File: src/rtl/ouel_pkg.sv
package ouel_pkg;

	localparam int LIST_SIZE = 32;
	localparam int CNT_W     = $clog2(LIST_SIZE + 1);

	typedef enum logic [1:0] {
		OP_ADD   = 2'd0,
		OP_DEL   = 2'd1,
		OP_CLEAR = 2'd2,
		OP_READ  = 2'd3
	} op_t;

	typedef enum logic [2:0] {
		ST_ADDED    = 3'd0,
		ST_PRESENT  = 3'd1,
		ST_REMOVED  = 3'd2,
		ST_NOTFOUND = 3'd3,
		ST_EMPTY    = 3'd4,
		ST_FULL     = 3'd5,
		ST_OK       = 3'd6
	} status_t;

	// broadcast to every cell
	typedef struct packed {
		logic             go;
		op_t              op;
		logic [7:0]       value;
		logic [4:0]       pos;
		logic [CNT_W-1:0] count;
		logic             present;
	} cell_cmd_t;

endpackage

File: src/rtl/ouel_cell.sv
module ouel_cell
	import ouel_pkg::*;
(
	input  logic             clk,
	input  logic             arst_n,
	input  cell_cmd_t        cmd,
	input  logic [CNT_W-1:0] idx,
	input  logic [7:0]       next_entry,
	input  logic             match_in,
	output logic             match_out,
	input  logic [7:0]       rd_in,
	output logic [7:0]       rd_out,
	output logic [7:0]       entry
);

	logic [7:0] entry_q;
	logic       valid;
	logic       hit;
	logic       sel;

	assign valid     = idx < cmd.count;
	assign hit       = valid && (entry_q == cmd.value);
	assign match_out = match_in | hit;
	assign sel       = valid && (idx == CNT_W'(cmd.pos));
	assign rd_out    = rd_in | (sel ? entry_q : 8'd0);
	assign entry     = entry_q;

	always_ff @(posedge clk or negedge arst_n) begin
		if (!arst_n) begin
			entry_q <= 8'd0;
		end else if (cmd.go) begin
			case (cmd.op)
				OP_ADD: begin
					if (!cmd.present && idx == cmd.count) begin
						entry_q <= cmd.value;
					end
				end
				OP_DEL: begin
					// close the gap: cells from the hit onwards take their neighbour
					if (cmd.present && match_out) begin
						entry_q <= next_entry;
					end
				end
				OP_CLEAR: begin
					entry_q <= 8'd0;
				end
				default: begin
				end
			endcase
		end
	end

endmodule

File: src/rtl/ordered_unique_list_engine.sv
// Ordered unique list engine.
// Input stream s_*: one word per command, tdata holds opcode (add unique,
// delete value, clear, read position), the value and the read position.
// Output stream m_*: one word per command with status, entry count after the
// command and read data (zero unless a read inside the list).
// The list lives in a row of LIST_SIZE cells; each compares its entry with
// the broadcast value, a match flag ripples along the row and on delete every
// cell from the hit onwards loads its neighbour, so compaction is one step.
// Timing: an accepted word is registered and the state moves to execute; the
// command executes once the output register is free; its result is registered there.
// A new command is not accepted until the previous one has executed (S_IDLE, S_EXEC).
// s_tready is low while a command executes. If the receiver stalls, the
// result waits in the output register; one further command is accepted and
// then holds in execute until the output register is free.
// Reset: list empty, count zero, all entries zero, no pending output.
module ordered_unique_list_engine
	import ouel_pkg::*;
(
	input  logic        clk,
	input  logic        arst_n,
	input  logic        s_tvalid,
	output logic        s_tready,
	input  logic [15:0] s_tdata,  // opcode[1:0], item_value[9:2], read_position[14:10]
	output logic        m_tvalid,
	input  logic        m_tready,
	output logic [23:0] m_tdata   // status[2:0], entry_count[8:3], read_data[16:9]
);

	typedef enum logic {S_IDLE, S_EXEC} state_t;

	state_t           state_q;
	op_t              op_q;
	logic [7:0]       value_q;
	logic [4:0]       pos_q;
	logic [CNT_W-1:0] count_q;
	logic             m_valid_q;
	status_t          status_q;
	logic [5:0]       ocount_q;
	logic [7:0]       rdata_q;

	logic             go;
	logic             present;
	status_t          status_d;
	logic [CNT_W-1:0] count_d;
	cell_cmd_t        cmd;

	logic [7:0] entry [LIST_SIZE+1];
	logic       match [LIST_SIZE+1];
	logic [7:0] rd    [LIST_SIZE+1];

	assign s_tready = (state_q == S_IDLE);
	assign go       = (state_q == S_EXEC) && (!m_valid_q || m_tready);

	assign entry[LIST_SIZE] = 8'd0;
	assign match[0]         = 1'b0;
	assign rd[0]            = 8'd0;
	assign present          = match[LIST_SIZE];

	assign cmd.go      = go;
	assign cmd.op      = op_q;
	assign cmd.value   = value_q;
	assign cmd.pos     = pos_q;
	assign cmd.count   = count_q;
	assign cmd.present = present;

	for (genvar i = 0; i < LIST_SIZE; i++) begin : g_cell
		ouel_cell u_cell (
			.clk        (clk),
			.arst_n     (arst_n),
			.cmd        (cmd),
			.idx        (CNT_W'(i)),
			.next_entry (entry[i+1]),
			.match_in   (match[i]),
			.match_out  (match[i+1]),
			.rd_in      (rd[i]),
			.rd_out     (rd[i+1]),
			.entry      (entry[i])
		);
	end

	always_comb begin
		status_d = ST_OK;
		count_d  = count_q;
		case (op_q)
			OP_ADD: begin
				if (present) begin
					status_d = ST_PRESENT;
				end else if (count_q == CNT_W'(LIST_SIZE)) begin
					status_d = ST_FULL;
				end else begin
					status_d = ST_ADDED;
					count_d  = count_q + 1'b1;
				end
			end
			OP_DEL: begin
				if (count_q == '0) begin
					status_d = ST_EMPTY;
				end else if (!present) begin
					status_d = ST_NOTFOUND;
				end else begin
					status_d = ST_REMOVED;
					count_d  = count_q - 1'b1;
				end
			end
			OP_CLEAR: begin
				count_d = '0;
			end
			default: begin
			end
		endcase
	end

	always_ff @(posedge clk or negedge arst_n) begin
		if (!arst_n) begin
			state_q   <= S_IDLE;
			count_q   <= '0;
			m_valid_q <= 1'b0;
		end else begin
			if (go) begin
				m_valid_q <= 1'b1;
			end else if (m_tready) begin
				m_valid_q <= 1'b0;
			end
			case (state_q)
				S_IDLE: begin
					if (s_tvalid) begin
						state_q <= S_EXEC;
					end
				end
				S_EXEC: begin
					if (go) begin
						state_q <= S_IDLE;
						count_q <= count_d;
					end
				end
				default: begin
					state_q <= S_IDLE;
				end
			endcase
		end
	end

	always_ff @(posedge clk) begin
		if (s_tvalid && s_tready) begin
			op_q    <= op_t'(s_tdata[1:0]);
			value_q <= s_tdata[9:2];
			pos_q   <= s_tdata[14:10];
		end
		if (go) begin
			status_q <= status_d;
			ocount_q <= 6'(count_d);
			rdata_q  <= (op_q == OP_READ) ? rd[LIST_SIZE] : 8'd0;
		end
	end

	assign m_tvalid = m_valid_q;
	assign m_tdata  = {7'd0, rdata_q, ocount_q, status_q};

	a_count_range: assert property (@(posedge clk) disable iff (!arst_n)
		count_q <= CNT_W'(LIST_SIZE))
		else $error("entry count above list size");

	a_busy_after_accept: assert property (@(posedge clk) disable iff (!arst_n)
		(s_tvalid && s_tready) |=> !s_tready)
		else $error("second word accepted while executing");

	a_remove_count: assert property (@(posedge clk) disable iff (!arst_n)
		(go && status_d == ST_REMOVED) |=> (count_q == $past(count_q) - 1'b1))
		else $error("removal did not shrink the list by one");

	a_result_on_go: assert property (@(posedge clk) disable iff (!arst_n)
		go |=> m_tvalid)
		else $error("executed command left no result");

endmodule
File: config.mk
export PLATFORM = sky130hd
export DESIGN_NAME = ordered_unique_list_engine
export DESIGN_NICKNAME = d
export VERILOG_FILES = /design/src/rtl/ouel_pkg.sv /design/src/rtl/ouel_cell.sv /design/src/rtl/ordered_unique_list_engine.sv
export SDC_FILE = /design/constraint.sdc
export NUM_CORES = 1
export LEC_CHECK = 0
export CELL_PAD_IN_SITES_DETAIL_PLACEMENT = 0
export CELL_PAD_IN_SITES_GLOBAL_PLACEMENT = 1
export CORE_MARGIN = 4
export CORE_UTILIZATION = 28
export DETAILED_ROUTE_END_ITERATION = 7
export DONT_BUFFER_PORTS = 1
export PLACE_DENSITY_LB_ADDON = 0.15
export SLEW_MARGIN = 20
export SYNTH_ARGS = -nofsm -noshare
export SYNTH_HDL_FRONTEND = slang
export SYNTH_SLANG_ARGS = --single-unit
export TNS_END_PERCENT = 100
File: constraint.sdc
create_clock -name clk -period 5.3 [get_ports clk]
set_input_delay 1.06 -clock clk [delete_from_list [all_inputs] [get_ports clk]]
set_output_delay 1.06 -clock clk [all_outputs]
set_load 0.005 [all_outputs]
==> impl_results.html, run 1 <==
<table>
<tr><th>Metric</th><th>Value</th></tr>
<tr><th colspan="2">Status</th></tr>
<tr><td>Run status</td><td>finished, final reports clean</td></tr>
<tr><th colspan="2">Logic synthesis</th></tr>
<tr><td>Adder and majority gate portion of the synthesized area</td><td>less than 1%</td></tr>
<tr><td>Xor and xnor area share after synthesis</td><td>11.6%</td></tr>
<tr><td>Yosys Warn Count</td><td>0</td></tr>
<tr><td>Share of the synthesized area in compound gates (AO/OA/AOI/OAI)</td><td>between 10% and 20%</td></tr>
<tr><td>EDFF count, synth</td><td>32</td></tr>
<tr><td>Combinational family with the most area after synthesis</td><td>compound AO/OA/AOI/OAI gates</td></tr>
<tr><td>Distinct cell type count of the synthesized netlist</td><td>80</td></tr>
<tr><td>Most used flip-flop cell after synthesis</td><td>sky130_fd_sc_hd__dfrtp_1</td></tr>
<tr><td>Share of synthesized area occupied by flip-flops and latches</td><td>39.0%</td></tr>
<tr><td>Mean instance size in the synthesized netlist</td><td>~9.4 um2</td></tr>
<tr><td>Top cells by instance count after synthesis</td><td>282 x sky130_fd_sc_hd__a21oi_1, 264 x sky130_fd_sc_hd__dfrtp_1, 253 x sky130_fd_sc_hd__inv_1</td></tr>
<tr><td>Post-synthesis share of cell area spent on and, or, nand and nor gates</td><td>between 9 and 10%</td></tr>
<tr><td>Syn Inst Count</td><td>2,057</td></tr>
<tr><td>Most numerous cell in the Yosys netlist</td><td>sky130_fd_sc_hd__a21oi_1</td></tr>
<tr><td>Largest area contributor in the synthesized netlist</td><td>sky130_fd_sc_hd__dfrtp_1</td></tr>
<tr><td>Post-synthesis mux area share</td><td>13.1%</td></tr>
<tr><td>Ranking of synthesized cells by area</td><td>sky130_fd_sc_hd__dfrtp_1 34%, sky130_fd_sc_hd__mux2i_1 13%, sky130_fd_sc_hd__xnor2_1 9.8%</td></tr>
<tr><td>Mapped cell area</td><td>roughly 0.019 mm2</td></tr>
<tr><td>Area share of the leading cell type in the synthesized netlist</td><td>roughly a third</td></tr>
<tr><td>Fraction of registers with async set/reset</td><td>89.2%</td></tr>
<tr><td>Number of flip-flops and latches in the synthesized netlist</td><td>296</td></tr>
<tr><th colspan="2">Clocking</th></tr>
<tr><td>Count of hold-fix buffers inserted at cts</td><td>0</td></tr>
<tr><td>Clock Path Buffers</td><td>3</td></tr>
<tr><td>PostCTS Resize Cnt</td><td>0</td></tr>
<tr><td>Sinks on Clock Net</td><td>296</td></tr>
<tr><td>TritonCTS clock tree</td><td>built</td></tr>
<tr><td>Worst-Skew Late Latency</td><td>0.58 ns</td></tr>
<tr><td>Cell chosen for the clock root</td><td>sky130_fd_sc_hd__clkbuf_16</td></tr>
<tr><td>Number of buffers inserted during clock tree synthesis</td><td>39</td></tr>
<tr><td>Post-CTS repair timing setup buffer count</td><td>0</td></tr>
<tr><td>Clock Pin Slew Worst Setup and Hold Paths</td><td>approximately 0.060 ns</td></tr>
<tr><td>Level count of the clock H-tree</td><td>2</td></tr>
<tr><th colspan="2">STA</th></tr>
<tr><td>Final critical-path share of the clock period</td><td>94.5%</td></tr>
<tr><td>Highest Clock Rate</td><td>0.200 GHz</td></tr>
<tr><td>Setup Skew</td><td>0.0304 ns</td></tr>
<tr><td>Unrepaired setup endpoints after global routing</td><td>false</td></tr>
<tr><td>Number of pins with negative max-slew slack in the final report</td><td>0</td></tr>
<tr><td>Worst-case headroom to the max-slew limit</td><td>around 28%</td></tr>
<tr><td>Setup slack after layout</td><td>approximately 0.29 ns</td></tr>
<tr><td>Total negative setup slack</td><td>0 ns</td></tr>
<tr><td>Time the final worst path needs with I/O delays and setup</td><td>5.01 ns</td></tr>
<tr><td>Transition time of the tightest slew-check pin</td><td>roughly 1.1 ns</td></tr>
<tr><td>Final setup violation count</td><td>0</td></tr>
<tr><td>Final count of hold timing violations</td><td>0</td></tr>
<tr><th colspan="2">Detailed routing</th></tr>
<tr><td>Final WL</td><td>around 95,000 um</td></tr>
<tr><td>Number of detailed-route iterations in the first pass</td><td>8</td></tr>
<tr><td>First DRT Iteration DRCs</td><td>2,017</td></tr>
<tr><td>Wire length per cell</td><td>31.6 um</td></tr>
<tr><td>Ratio of routed vias to standard cells</td><td>5.61</td></tr>
<tr><td>Count of antenna-violating nets left after detailed routing</td><td>0</td></tr>
<tr><td>Detailed-route via count</td><td>16,894</td></tr>
<tr><td>DRC viols</td><td>0</td></tr>
<tr><th colspan="2">Worst setup path</th></tr>
<tr><td>Cell Chain, Critical Path</td><td>buf_4 -&gt; xnor2_1 -&gt; nand4_1 -&gt; nor3_1 -&gt; nor3_1 -&gt; or4b_4 -&gt; nor4_4 -&gt; buf_4 -&gt; a21oi_1 -&gt; nand3_1 -&gt; mux2i_1</td></tr>
<tr><td>Slowest stage delay, CP</td><td>just over 1 ns</td></tr>
<tr><td>Data required time at the worst endpoint</td><td>5.76 ns</td></tr>
<tr><td>Family with the most delay on the worst path</td><td>simple AND/OR/NAND/NOR gates</td></tr>
<tr><td>Critical path endpoint category</td><td>register</td></tr>
<tr><td>Number of buffer and inverter stages on the critical path</td><td>2</td></tr>
<tr><td>Startpoint type of the worst setup path</td><td>register</td></tr>
<tr><td>Cell type of the slowest stage on the worst timing path</td><td>sky130_fd_sc_hd__edfxtp_1</td></tr>
<tr><td>Setup CP Type</td><td>reg -&gt; reg</td></tr>
<tr><td>Top fanout value on the critical path</td><td>11</td></tr>
<tr><td>Crit path DAT</td><td>5.47 ns</td></tr>
<tr><th colspan="2">Cells and area</th></tr>
<tr><td>Final instance count without filler cells</td><td>between 3,000 and 4,000</td></tr>
<tr><td>Layout cells sized above 1</td><td>11.0%</td></tr>
<tr><td>Syn-to-layout area delta</td><td>13.7%</td></tr>
<tr><td>Layout Nets</td><td>2,078</td></tr>
<tr><td>Filler instances</td><td>about 7,100</td></tr>
<tr><td>Fraction of the core area covered by cells at the end of the flow</td><td>32.2%</td></tr>
<tr><th colspan="2">Floorplan</th></tr>
<tr><td>Starting density of the core</td><td>between 20 and 30%</td></tr>
<tr><td>Row Count</td><td>96</td></tr>
<tr><td>Die Outline Area</td><td>0.0736 mm2</td></tr>
<tr><td>Die H</td><td>about 270 um</td></tr>
<tr><td>Num ports</td><td>46</td></tr>
<tr><td>Horizontal die dimension</td><td>271 um</td></tr>
<tr><td>CORE AREA</td><td>0.0686 mm2</td></tr>
<tr><th colspan="2">GRT</th></tr>
<tr><td>Initial antenna violation count</td><td>2</td></tr>
<tr><td>Maximum number of pins on one net before global-route repair</td><td>around 270</td></tr>
<tr><td>Vias in the first global route</td><td>about 17,000</td></tr>
<tr><td>Wire length of the first global-routing pass</td><td>134,000 um</td></tr>
<tr><td>Total grt overflow</td><td>0</td></tr>
<tr><td>GR Util All Layers</td><td>25.3%</td></tr>
<tr><th colspan="2">Hold path</th></tr>
<tr><td>Type of the tightest min-delay check</td><td>in -&gt; async</td></tr>
<tr><th colspan="2">Place</th></tr>
<tr><td>Number of cells after detailed placement</td><td>between 2,000 and 3,000</td></tr>
<tr><td>Place WS</td><td>0.443 ns</td></tr>
<tr><td>Count of input and output buffers</td><td>0</td></tr>
<tr><td>Hpwl dp</td><td>68,200 um</td></tr>
<tr><td>Placer congestion estimate</td><td>between 0.9 and 1</td></tr>
<tr><th colspan="2">Pwr</th></tr>
<tr><td>Lkg Pwr</td><td>approximately 9.6 nW</td></tr>
<tr><td>Overall power after layout</td><td>0.0135 W</td></tr>
<tr><td>Total power density per cell area</td><td>610 mW/mm2</td></tr>
<tr><td>IR Drop Worst-Case VDD</td><td>0.224 mV</td></tr>
<tr><th colspan="2">Run</th></tr>
<tr><td>Max Cap Violations</td><td>0</td></tr>
</table>
[routing by layer]
layer	GRT usage [%]	share of wire [%]	vias to the layer above
met5	0	0.019	-
met4	9.79	4.4	2
met3	3.65	6.8	190
li1	-	-	7253
met2	40.0	45	774
met1	35.1	44	8675
[worst paths after layout]
| path | end | slack (ns) | startpoint | cells past startpoint |
|---|---|---|---|---|
| hold / removal | g_cell[27].u_cell.entry[1] | 0.19 | arst_n | 0 |
| min in group clk | m_tvalid | 0.54 | m_tvalid | 2 |
| hold reg to reg | m_tvalid | 0.54 | m_tvalid | 2 |
| setup / recovery | g_cell[13].u_cell.entry[1] | 0.29 | value_q[0] | 11 |
| max in group asynchronous | g_cell[31].u_cell.entry[1] | 4.32 | arst_n | 0 |
| setup reg to reg | g_cell[13].u_cell.entry[1] | 0.29 | value_q[0] | 11 |
[cell families after synthesis]
family,count (synthesis)
buffers and inverters,398
adders and majority gates,8
and+or+nand+nor,338
DFF,296
muxes,253
AOI/OAI and AO/OA,507
xor gates and xnor gates,256
other,1
[report_power, final]
| part | total, W | switching [W] | internal (W) | leakage (nW) |
|---|---|---|---|---|
| clock | 0.00283 | 0.00114 | 0.00168 | 0.664 |
| sequential | 0.00553 | 0.00222 | 0.00331 | 3.60 |
| combinational | 0.00510 | 0.00296 | 0.00214 | 5.36 |
| total | 0.0135 | 0.00632 | 0.00713 | 9.63 |
[layout make-up]
class | count | area, um2 | area share, %
tap | 931 | 1160 | 5.28
clock inverter | 20 | 244 | 1.11
inverter | 254 | 953 | 4.32
clock buffer | 50 | 1110 | 5.02
antenna | 1 | 2.50 | 0.0113
sequential | 296 | 7570 | 34.3
timing repair buffer | 90 | 726 | 3.29
multi-input combinational | 1369 | 10300 | 46.6
[worst register-to-register path, stage by stage (launching register included)]
cell and delay (ns):
sky130_fd_sc_hd__edfxtp_1 1.02, sky130_fd_sc_hd__buf_4 0.35, sky130_fd_sc_hd__xnor2_1 0.14, sky130_fd_sc_hd__nand4_1 0.13, sky130_fd_sc_hd__nor3_1 0.69, sky130_fd_sc_hd__nor3_1 0.26
sky130_fd_sc_hd__or4b_4 0.31, sky130_fd_sc_hd__nor4_4 0.06, sky130_fd_sc_hd__buf_4 0.22, sky130_fd_sc_hd__a21oi_1 0.69, sky130_fd_sc_hd__nand3_1 0.71, sky130_fd_sc_hd__mux2i_1 0.34
[state kept, by name, summed over array words and instances, names as in the netlist]
signal	count
value_q	8
op_q	2
g_cell.u_cell.entry	256
m_tvalid	1
rdata_q	8
ocount_q	6
pos_q	5
state_q	1
status_q	3
count_q	6
[cells in the final DEF (no fill, tap or decap), drive strengths merged, types with 5 or more instances in the layout]
master,count
ha,8
xnor2,216
nand3,21
a22oi,55
nor2b,12
o31ai,11
o21ai,21
nand2b,10
mux2i,243
a222oi,17
mux2,10
nand4,75
clkbuf,50
a211oi,10
xor2,40
a22o,16
a221oi,27
inv,255
edfxtp,32
dfrtp,264
or2,8
a31oi,11
and3,8
nor2,32
nor3,53
o221ai,5
nor4,17
and2,5
a221o,5
conb,7
o31a,10
o211ai,13
nand2,61
a21oi,282
clkinv,12
or3,15
or4,7
buf,90
[through the flow]
step	instance area, um2	hold WS, ns
after floorplan	19400	0.496
after global placement	20700	0.522
after detailed placement	20700	0.539
after CTS	22000	0.171
after global routing	22000	0.179
final	22100	0.194
Note: power is estimated with default switching activity, not from simulation.
==> inputs of run 2 (changes only) <==
Settings changed: CELL_PAD_IN_SITES_DETAIL_PLACEMENT 0 to 1.
==> run 2 against run 1 <==
Die area is the same. Worst setup slack got worse by 0.021 ns. Final cell count about the same. Flip-flop and latch count is the same. First-iteration DRC count decreased by 7.9%. Core utilization is 0.20 points lower. Power down 0.73%. Via count grew 1.5%. Hold slack improved by 0.0029 ns. Sequential power barely moved. Count of clock-buffer cells in the layout rose by 10. Critical endpoint is now g_cell[13].u_cell.entry[5]. Largest cell class unchanged.
==> impl_results.html, run 2 (synthesized netlist as in run 1, its figures left out) <==
<table>
<tr><th>Metric</th><th>Value</th></tr>
<tr><th colspan="2">STA</th></tr>
<tr><td>Transition time of the tightest slew-check pin</td><td>1.10 ns (+0.0266 ns)</td></tr>
<tr><td>Time the final worst path needs with I/O delays and setup</td><td>5.03 ns (+0.0212 ns)</td></tr>
<tr><td>Final count of hold timing violations</td><td>0 (unchanged)</td></tr>
<tr><td>Number of pins with negative max-slew slack in the final report</td><td>0 (unchanged)</td></tr>
<tr><td>Setup Skew</td><td>0.0416 ns (+0.0112 ns)</td></tr>
<tr><td>Total negative setup slack</td><td>0 ns (unchanged)</td></tr>
<tr><td>Final setup violation count</td><td>0 (unchanged)</td></tr>
<tr><td>Final critical-path share of the clock period</td><td>94.9% (+0.40 points)</td></tr>
<tr><td>Unrepaired setup endpoints after global routing</td><td>false</td></tr>
<tr><td>Highest Clock Rate</td><td>0.199 GHz (-0.42%)</td></tr>
<tr><td>Worst-case headroom to the max-slew limit</td><td>26.4% (-1.6 points)</td></tr>
<tr><td>Setup slack after layout</td><td>0.268 ns (-0.0212 ns)</td></tr>
<tr><th colspan="2">GRT</th></tr>
<tr><td>Vias in the first global route</td><td>17,565 (+5.1%)</td></tr>
<tr><td>Total grt overflow</td><td>0 (unchanged)</td></tr>
<tr><td>Wire length of the first global-routing pass</td><td>139,000 um (+3.1%)</td></tr>
<tr><td>Maximum number of pins on one net before global-route repair</td><td>265 (unchanged)</td></tr>
<tr><td>Initial antenna violation count</td><td>5 (+3)</td></tr>
<tr><td>GR Util All Layers</td><td>26.0% (+0.67 points)</td></tr>
<tr><th colspan="2">Pwr</th></tr>
<tr><td>Sequential cell fraction of total power</td><td>41.6% (+0.5 points)</td></tr>
<tr><td>Total power density per cell area</td><td>610 mW/mm2 (about the same)</td></tr>
<tr><td>Sw power</td><td>0.00639 W (+1.1%)</td></tr>
<tr><td>Power share of the clock group</td><td>19.7% (-1.3 points)</td></tr>
<tr><td>Lkg Pwr</td><td>9.57 nW (-0.69%)</td></tr>
<tr><td>Switching portion of total power</td><td>47.9% (+0.89 points)</td></tr>
<tr><td>IR Drop Worst-Case VDD</td><td>0.224 mV (+0.12%)</td></tr>
<tr><td>Combinational group share of total power</td><td>38.8% (+0.9 points)</td></tr>
<tr><td>Internal</td><td>0.00696 W (-2.4%)</td></tr>
<tr><th colspan="2">Detailed routing</th></tr>
<tr><td>DRC viols</td><td>0 (unchanged)</td></tr>
<tr><td>Number of detailed-route iterations in the first pass</td><td>7 (-1)</td></tr>
<tr><td>Ratio of routed vias to standard cells</td><td>5.70 (+1.6%)</td></tr>
<tr><td>Final WL</td><td>97,800 um (+2.8%)</td></tr>
<tr><td>Count of antenna-violating nets left after detailed routing</td><td>0 (unchanged)</td></tr>
<tr><td>First DRT Iteration DRCs</td><td>1,857 (-7.9%)</td></tr>
<tr><td>Detailed-route via count</td><td>17,149 (+1.5%)</td></tr>
<tr><td>Wire length per cell</td><td>32.5 um (+2.9%)</td></tr>
<tr><th colspan="2">Place</th></tr>
<tr><td>Place WS</td><td>0.427 ns (-0.0153 ns)</td></tr>
<tr><td>Area post-placement</td><td>0.0207 mm2 (unchanged)</td></tr>
<tr><td>Number of cells after detailed placement</td><td>2,940 (unchanged)</td></tr>
<tr><td>Placer congestion estimate</td><td>0.959 (unchanged)</td></tr>
<tr><td>Count of input and output buffers</td><td>0 (unchanged)</td></tr>
<tr><td>Hpwl dp</td><td>70,400 um (+3.2%)</td></tr>
<tr><th colspan="2">Cells and area</th></tr>
<tr><td>Most common cell after layout, fill and taps aside</td><td>sky130_fd_sc_hd__a21oi_1</td></tr>
<tr><td>Commonest non-fill, non-tap cells in the layout</td><td>282 x sky130_fd_sc_hd__a21oi_1, 264 x sky130_fd_sc_hd__dfrtp_1, 253 x sky130_fd_sc_hd__inv_1, 243 x sky130_fd_sc_hd__mux2i_1, 216 x sky130_fd_sc_hd__xnor2_1</td></tr>
<tr><td>Design area</td><td>0.0219 mm2 (-0.64%)</td></tr>
<tr><td>Layout Nets</td><td>2,078 (unchanged)</td></tr>
<tr><td>Filler instances</td><td>7,770 (+9.3%)</td></tr>
<tr><td>Multi-input logic area</td><td>0.0103 mm2 (unchanged)</td></tr>
<tr><td>Largest register FFs</td><td>256 (unchanged)</td></tr>
<tr><td>Final instance count without filler cells</td><td>3,008 (-0.10%)</td></tr>
<tr><td>Layout cells sized above 1</td><td>10.4% (-0.57 points)</td></tr>
<tr><td>Register Area</td><td>0.00757 mm2 (unchanged)</td></tr>
<tr><td>Syn-to-layout area delta</td><td>13.0%</td></tr>
<tr><td>Number of diodes added for antenna fixing</td><td>0 (-1)</td></tr>
<tr><th colspan="2">Worst setup path</th></tr>
<tr><td>Number of buffer and inverter stages on the critical path</td><td>2 (unchanged)</td></tr>
<tr><td>Cell type of the slowest stage on the worst timing path</td><td>sky130_fd_sc_hd__edfxtp_1</td></tr>
<tr><td>Data required time at the worst endpoint</td><td>5.76 ns (about the same)</td></tr>
<tr><td>Critical path endpoint category</td><td>register</td></tr>
<tr><td>Crit path DAT</td><td>5.49 ns (+0.02 ns)</td></tr>
<tr><td>Cell Chain, Critical Path</td><td>buf_4 -&gt; xnor2_1 -&gt; nand4_1 -&gt; nor3_1 -&gt; nor3_1 -&gt; or4b_4 -&gt; nor4_4 -&gt; buf_4 -&gt; a21oi_1 -&gt; nand3_1 -&gt; mux2i_1</td></tr>
<tr><td>Startpoint type of the worst setup path</td><td>register</td></tr>
<tr><td>Top fanout value on the critical path</td><td>11 (unchanged)</td></tr>
<tr><td>Family with the most delay on the worst path</td><td>simple AND/OR/NAND/NOR gates</td></tr>
<tr><td>Slowest stage delay, CP</td><td>1.06 ns (+0.04 ns)</td></tr>
<tr><td>Count of cell instances traversed by the critical path</td><td>11 (unchanged)</td></tr>
<tr><td>Setup CP Type</td><td>reg -&gt; reg</td></tr>
<tr><td>Cell count of the worst reg-to-reg path</td><td>11 (unchanged)</td></tr>
<tr><th colspan="2">Floorplan</th></tr>
<tr><td>Row Count</td><td>96 (unchanged)</td></tr>
<tr><td>Starting density of the core</td><td>28.3% (unchanged)</td></tr>
<tr><td>CORE AREA</td><td>0.0686 mm2 (unchanged)</td></tr>
<tr><td>Die Outline Area</td><td>0.0736 mm2 (unchanged)</td></tr>
<tr><td>Horizontal die dimension</td><td>271 um (unchanged)</td></tr>
<tr><td>Die H</td><td>271 um (unchanged)</td></tr>
<tr><td>Num ports</td><td>46 (unchanged)</td></tr>
<tr><th colspan="2">Hold path</th></tr>
<tr><td>Type of the tightest min-delay check</td><td>in -&gt; async</td></tr>
<tr><th colspan="2">Clocking</th></tr>
<tr><td>Cell chosen for the clock root</td><td>sky130_fd_sc_hd__clkbuf_16</td></tr>
<tr><td>Count of hold-fix buffers inserted at cts</td><td>0 (unchanged)</td></tr>
<tr><td>Clock Pin Slew Worst Setup and Hold Paths</td><td>0.06 ns (about the same)</td></tr>
<tr><td>Sinks on Clock Net</td><td>296 (unchanged)</td></tr>
<tr><td>Number of buffers inserted during clock tree synthesis</td><td>39 (unchanged)</td></tr>
<tr><td>Post-CTS repair timing setup buffer count</td><td>0 (unchanged)</td></tr>
<tr><td>TritonCTS clock tree</td><td>built</td></tr>
<tr><td>PostCTS Resize Cnt</td><td>0 (unchanged)</td></tr>
<tr><td>Clock Path Buffers</td><td>3 (unchanged)</td></tr>
<tr><td>Level count of the clock H-tree</td><td>2 (unchanged)</td></tr>
<tr><td>Worst-Skew Late Latency</td><td>0.59 ns (about the same)</td></tr>
<tr><th colspan="2">Run</th></tr>
<tr><td>Max Cap Violations</td><td>0 (unchanged)</td></tr>
<tr><th colspan="2">Status</th></tr>
<tr><td>Run status</td><td>finished, final reports clean</td></tr>
</table>
## run 2: worst paths after layout
| check | from | end | slack [ns] |
|---|---|---|---|
| worst max register to register | value_q[0] | g_cell[13].u_cell.entry[5] | 0.27 |
| min in group clk | m_tvalid | m_tvalid | 0.55 |
| worst max-delay path | value_q[0] | g_cell[13].u_cell.entry[5] | 0.27 |
| worst min-delay path | arst_n | g_cell[28].u_cell.entry[6] | 0.20 |
| max in group asynchronous | arst_n | g_cell[20].u_cell.entry[2] | 4.70 |
| worst min register to register | m_tvalid | m_tvalid | 0.55 |
## run 2: power by group through the flow
stage	logic, W	clock network, W	registers [W]
4_1_cts	0.00514	0.00268	0.00549
3_5_place_dp	0.00511	0	0.00552
6_report	0.00518	0.00263	0.00555
3_3_place_gp	0.00496	0	0.00552
2_1_floorplan	0.00372	0	0.00423
5_1_grt	0.00560	0.00277	0.00558
## run 2: layout make-up
type / instances / share of cell area (%)
repair buffers: 90 / 3.31
clock buffers: 60 / 5.33
multi-input cells: 1369 / 46.9
inverters: 254 / 4.35
flip-flops and latches: 296 / 34.5
clock inverters: 8 / 0.211
well taps: 931 / 5.32
## run 2: per-layer routing
metal / GRT usage [%] / part of all wire (%) / vias up
met5: 0 / 0.047 / -
met4: 8.91 / 4.2 / 6
met3: 3.81 / 6.1 / 213
met2: 41.4 / 45 / 701
met1: 36.1 / 45 / 8991
li1: - / - / 7238
## run 2: metrics by stage
step	total power [W]	hold WS, ns	utilization (%)
5_1_grt	0.0140	0.178	31.9
4_1_cts	0.0133	0.181	31.9
2_1_floorplan	0.00795	0.496	-
3_3_place_gp	0.0105	0.522	30.2
3_5_place_dp	0.0106	0.536	30.2
6_report	0.0134	0.197	31.9
